--- src/design/wmf_pkg.sv ---
`timescale 1ns / 1ps
// ----------------------------------------------------------------------------
// wmf_pkg
// Shared types, field widths and register codes of the window median filter.
// ----------------------------------------------------------------------------
package wmf_pkg;

  localparam int PIX_W      = 32;  // pixel word
  localparam int DIM_W      = 11;  // frame width / height registers
  localparam int WSZ_W      = 3;   // window side register
  localparam int CFG_IDX_W  = 2;
  localparam int CFG_DATA_W = 32;

  localparam logic [CFG_IDX_W-1:0] REG_FRAME_WIDTH  = 2'd0;
  localparam logic [CFG_IDX_W-1:0] REG_FRAME_HEIGHT = 2'd1;
  localparam logic [CFG_IDX_W-1:0] REG_WINDOW_SIZE  = 2'd2;

  localparam logic [DIM_W-1:0] FRAME_WIDTH_RST  = 11'd1024;
  localparam logic [DIM_W-1:0] FRAME_HEIGHT_RST = 11'd1024;
  localparam logic [DIM_W-1:0] WINDOW_SIZE_RST  = 11'd3;

  // per-word control that travels down the pipe
  typedef struct packed {
    logic res;   // word produces a result
    logic last;  // result closes the frame
  } item_ctl_t;

  // reach below/right of the center: size-1-size/2
  function automatic logic [WSZ_W-1:0] win_reach(input logic [WSZ_W-1:0] wsz);
    return wsz - 3'd1 - (wsz >> 1);
  endfunction

endpackage

--- src/design/wmf_ctrl.sv ---
`timescale 1ns / 1ps
// ----------------------------------------------------------------------------
// wmf_ctrl
// Raster position of the incoming word and of the pending output pixel.
// ----------------------------------------------------------------------------
module wmf_ctrl #(
  parameter int MAX_WINDOW = 5,
  parameter int MAX_WIDTH  = 1024,
  parameter int MAX_HEIGHT = 1024
) (
  input  logic                        clk,
  input  logic                        rst_n,
  input  logic                        acc,
  input  logic                        restart,
  input  logic [wmf_pkg::DIM_W-1:0]   frame_w,
  input  logic [wmf_pkg::DIM_W-1:0]   frame_h,
  input  logic [wmf_pkg::WSZ_W-1:0]   win_sz,
  output logic [$clog2(MAX_WIDTH)-1:0]  col_o,
  output logic [$clog2(MAX_WIDTH)-1:0]  oc_o,
  output logic [$clog2(MAX_HEIGHT)-1:0] or_o,
  output wmf_pkg::item_ctl_t            ctl_o
);

  localparam int CW    = $clog2(MAX_WIDTH);
  localparam int RW    = $clog2(MAX_HEIGHT);
  localparam int LAG_W = $clog2(MAX_WINDOW * (MAX_WIDTH + 1) + 1);
  localparam int PW    = wmf_pkg::WSZ_W + wmf_pkg::DIM_W;

  logic [CW-1:0]    col_r, col_nxt;
  logic [CW-1:0]    oc_r, oc_nxt;
  logic [RW-1:0]    orow_r, orow_nxt;
  logic [LAG_W-1:0] n_r, n_nxt;

  logic [wmf_pkg::WSZ_W-1:0] d;
  logic [PW-1:0]             dw;
  logic [LAG_W-1:0]          lag;
  logic [CW-1:0]             wm1;
  logic [RW-1:0]             hm1;
  logic                      started, last;

  assign d       = wmf_pkg::win_reach(win_sz);
  assign dw      = PW'(d) * PW'(frame_w);
  assign lag     = LAG_W'(dw) + LAG_W'(d);
  assign wm1     = CW'(frame_w - 11'd1);
  assign hm1     = RW'(frame_h - 11'd1);
  assign started = (n_r >= lag);
  assign last    = started && (oc_r == wm1) && (orow_r == hm1);

  assign col_o = col_r;
  assign oc_o  = oc_r;
  assign or_o  = orow_r;
  assign ctl_o = '{res: started, last: last};

  always_comb begin
    col_nxt  = col_r;
    oc_nxt   = oc_r;
    orow_nxt = orow_r;
    n_nxt    = n_r;
    priority if (restart) begin
      col_nxt  = '0;
      oc_nxt   = '0;
      orow_nxt = '0;
      n_nxt    = '0;
    end else if (acc) begin
      col_nxt = (col_r == wm1) ? '0 : col_r + 1'b1;
      if (!started) begin
        n_nxt = n_r + 1'b1;
      end else if (last) begin
        col_nxt  = '0;
        oc_nxt   = '0;
        orow_nxt = '0;
        n_nxt    = '0;
      end else if (oc_r == wm1) begin
        oc_nxt   = '0;
        orow_nxt = orow_r + 1'b1;
      end else begin
        oc_nxt = oc_r + 1'b1;
      end
    end
  end

  always_ff @(posedge clk) begin
    if (!rst_n) begin
      col_r  <= '0;
      oc_r   <= '0;
      orow_r <= '0;
      n_r    <= '0;
    end else begin
      col_r  <= col_nxt;
      oc_r   <= oc_nxt;
      orow_r <= orow_nxt;
      n_r    <= n_nxt;
    end
  end

endmodule

--- config.mk ---
export PLATFORM = sky130hd
export DESIGN_NAME = wmf_ctrl
export DESIGN_NICKNAME = d
export VERILOG_FILES = /design/src/design/wmf_pkg.sv /design/src/design/wmf_ctrl.sv
export SDC_FILE = /design/constraint.sdc
export NUM_CORES = 1
export LEC_CHECK = 0
export BUFFER_PORTS_ARGS = -buffer_cell sky130_fd_sc_hd__buf_2
export CORE_ASPECT_RATIO = 0.5
export CORE_MARGIN = 4
export CORE_UTILIZATION = 59
export DETAILED_ROUTE_END_ITERATION = 10
export PLACE_DENSITY = 0.82
export SYNTH_ARGS = -nofsm -noshare
export SYNTH_HDL_FRONTEND = slang
export SYNTH_SLANG_ARGS = --single-unit
--- constraint.sdc ---
create_clock -name clk -period 12.83 [get_ports clk]
set_input_delay 2.566 -clock clk [delete_from_list [all_inputs] [get_ports clk]]
set_output_delay 2.566 -clock clk [all_outputs]
set_load 0.02 [all_outputs]
==> flow_metrics.tcl <==
set metrics [dict create \
    outcome "finished, final reports clean" \
    top_layer "met4" \
    cpPeakStageDelay_ps 570 \
    synth_top_cell_by_area "dfxtp_1" \
    start_util 0.628 \
    port-buffer-count 59 \
    ff2ff_setup_slack_ps 9340 \
    drcViolationCount 0 \
    cap_violations 0 \
    synthArstFlopShare 0 \
    startpoint_type "primary input" \
    synth_area_um2 4340 \
    worst-setup-path-type "primary input to output port" \
    num_rows 21 \
    tritoncts "yes" \
    firstDrtPassIters 4 \
    gp_congestion 0.887 \
    skew_ps 7.00 \
    finalSetupTns_ps 0 \
    fin_crit_sh 0.872 \
    grt_max_degree 20 \
    intPower_mw 0.285 \
    timing_hold_violations_final 0 \
    drt_iter0_drc 255 \
    crit_fanout 11 \
    core-area_um2 6910 \
    via_per_inst 5.83 \
    r2r_cells 12 \
    synth_most_common_cell "nor2_1" \
    synth_cell_types 60 \
    overflow 0 \
    min_to "n_r[12]" \
    final.setup.worst_slack_ps 1650 \
    worstHoldPathType "register to register" \
    regToRegEndpoint "n_r[11]" \
    wl_per_cell_um 14.4 \
    vias 3976 \
    htreeDepth 2 \
    share_comb_of_total_power 0.370 \
    rsz0062_at_grt "no" \
    wirelength_um 9810 \
    arrival_ps 8620 \
    seqPwrFrac 0.312 \
    postCtsHoldBufs 0 \
    drv_slew 0 \
    antenna_cells 0 \
    grt_pass1_vias 3641 \
    p_per_area_nw_per_um2 89.9 \
    wl_met3_um 452 \
    clock_latency_ps 300 \
    drive_gt1_frac 0.132 \
    syn_avg_cell_area_um2 7.93 \
    syn_nets 631 \
    ff_latch_area_um2 861 \
    min_period_ps 11180 \
    fillCellCount 594 \
    synth_area_leaders "dfxtp_1 20%, ha_1 12%, xnor2_1 7.9%, fa_1 5.5%, xor2_1 4.6%" \
    max_freq_ghz 0.0894 \
    r2r-start "n_r[0]" \
    netlist.area_leader.share 0.198 \
    critPathMostFrequentCell "inv_1" \
    hold_depth 2 \
    grtUsageTotal 0.229 \
    antenna_found_initial 0 \
    fin_nets 673 \
    grt_pass1_wl_um 16400 \
    worstSetupStartpoint "win_sz[1]" \
    place_inst 674 \
    multi_input_area_um2 3230 \
    synthToLayoutAreaGrowth_pct 10.6 \
    post_cts_buffers 0 \
    clockBufferDepth 2 \
    ir_worst_vdd_mv 0.0647 \
    synth_warnings 0 \
    cp-end-kind "output port" \
    die_height_um 68.6 \
    yosys_register_bits 43 \
    worstPathRequired_ps 10260 \
    synthCells 547 \
    die_x_um 129 \
    clk_pin_slew_worst_paths_ps 60 \
    pwr-share-clk 0.318 \
    yosysSeqAreaShare 0.198 \
    ys_top_cells_by_count "50 x nor2_1, 43 x dfxtp_1, 43 x ha_1" \
    final-setup-viol-count 0 \
    io_pins 61 \
    clock_sinks 43 \
    min_from "n_r[12]" \
    wl_met1_um 4710 \
    switching_share 0.340 \
    antenna_left 0 \
    met2_length_um 4570 \
    cts_inserted_buffers 5 \
    dp.final_hpwl_um 7610 \
    p_sw_mw 0.146 \
    worstMarginPinSlew_ps 1190 \
    p_leak_nw 2.14 \
    synth_ff_type "dfxtp_1" \
    cts_root_buffer "clkbuf_16" \
    dieArea_um2 8870 \
    synth_edf_count 0 \
    slowest_stage "xnor2_1" \
    slew_headroom 0.198 \
    place_ws_ps 1720 \
    finalNonFillerCells 682 \
    cts_resized 0 \
]
[metrics by stage]
| stage | util | total power, mW | area, µm² | hold WS (ps) |
|---|---|---|---|---|
| global route | 0.694 | 0.462 | 4800 | 535 |
| floorplan | - | 0.264 | 4340 | 462 |
| finish | 0.694 | 0.431 | 4800 | 499 |
| CTS | 0.694 | 0.433 | 4800 | 504 |
| global placement | 0.672 | 0.292 | 4640 | 486 |
| detailed placement | 0.672 | 0.296 | 4640 | 496 |
[critical path: cells and delay by family]
family,cells,cell delay [ps]
compound gates,11,1930
xor+xnor,2,700
fa+ha+maj,6,2210
buf+inv,7,700
simple gates,4,520
[per-layer routing]
metal | track usage | vias up
met1 | 0.298 | 1884
met4 | 0.0563 | 0
li1 | - | 1996
met3 | 0.0431 | 12
met5 | 0 | -
met2 | 0.398 | 84
[cell usage in the layout (no fill, tap or decap), types with 12 or more instances in the layout]
| master | synthesis | final |
|---|---|---|
| inv_1 | 35 | 35 |
| ha_1 | 43 | 43 |
| and3_1 | 13 | 13 |
| xnor2_1 | 39 | 39 |
| fa_1 | 12 | 12 |
| dfxtp_1 | 43 | 43 |
| nor2_1 | 50 | 50 |
| buf_2 | 2 | 59 |
| o21ai_0 | 29 | 29 |
| nand2_1 | 31 | 31 |
| nand4_1 | 14 | 14 |
| and2_1 | 25 | 25 |
| nor3_1 | 13 | 13 |
| nand3_1 | 22 | 22 |
| a21oi_1 | 22 | 22 |
| xor2_1 | 23 | 23 |
| nand2b_1 | 16 | 16 |
[state kept, by name (all words and copies together) (netlist names)]
register / count
col_o: 10
oc_o: 10
n_r: 13
or_o: 10
[cell type report]
type	count	area share
clock buffer	6	0.0290
clock inverter	2	0.00287
sequential	43	0.179
multi-input combinational	444	0.674
tap	92	0.0240
timing repair buffer	60	0.0631
inverter	35	0.0274
[kinds of logic after synthesis]
family	count (synthesis)	synth area share
and+or+nand+nor	231	0.288
AOI/OAI and AO/OA	91	0.135
xor gates and xnor gates	64	0.136
buffers and inverters	60	0.0562
adders and majority gates	55	0.179
DFF	43	0.198
muxes	3	0.00778
[worst max-delay path by stage]
stage / to / depth (start not counted)
final: ctl_o[0] / 30
after global routing: ctl_o[0] / 30
after CTS: ctl_o[0] / 30
after detailed placement: ctl_o[0] / 30
after global placement: ctl_o[0] / 30
after floorplan: ctl_o[0] / 30
[power by group through the flow]
stage	clock network (mW)	registers (mW)	logic (mW)
finish	0.137	0.134	0.160
global route	0.144	0.134	0.183
CTS	0.138	0.134	0.161
detailed placement	0	0.137	0.159
global placement	0	0.137	0.154
floorplan	0	0.138	0.126
(Power assumes the default switching activity.)
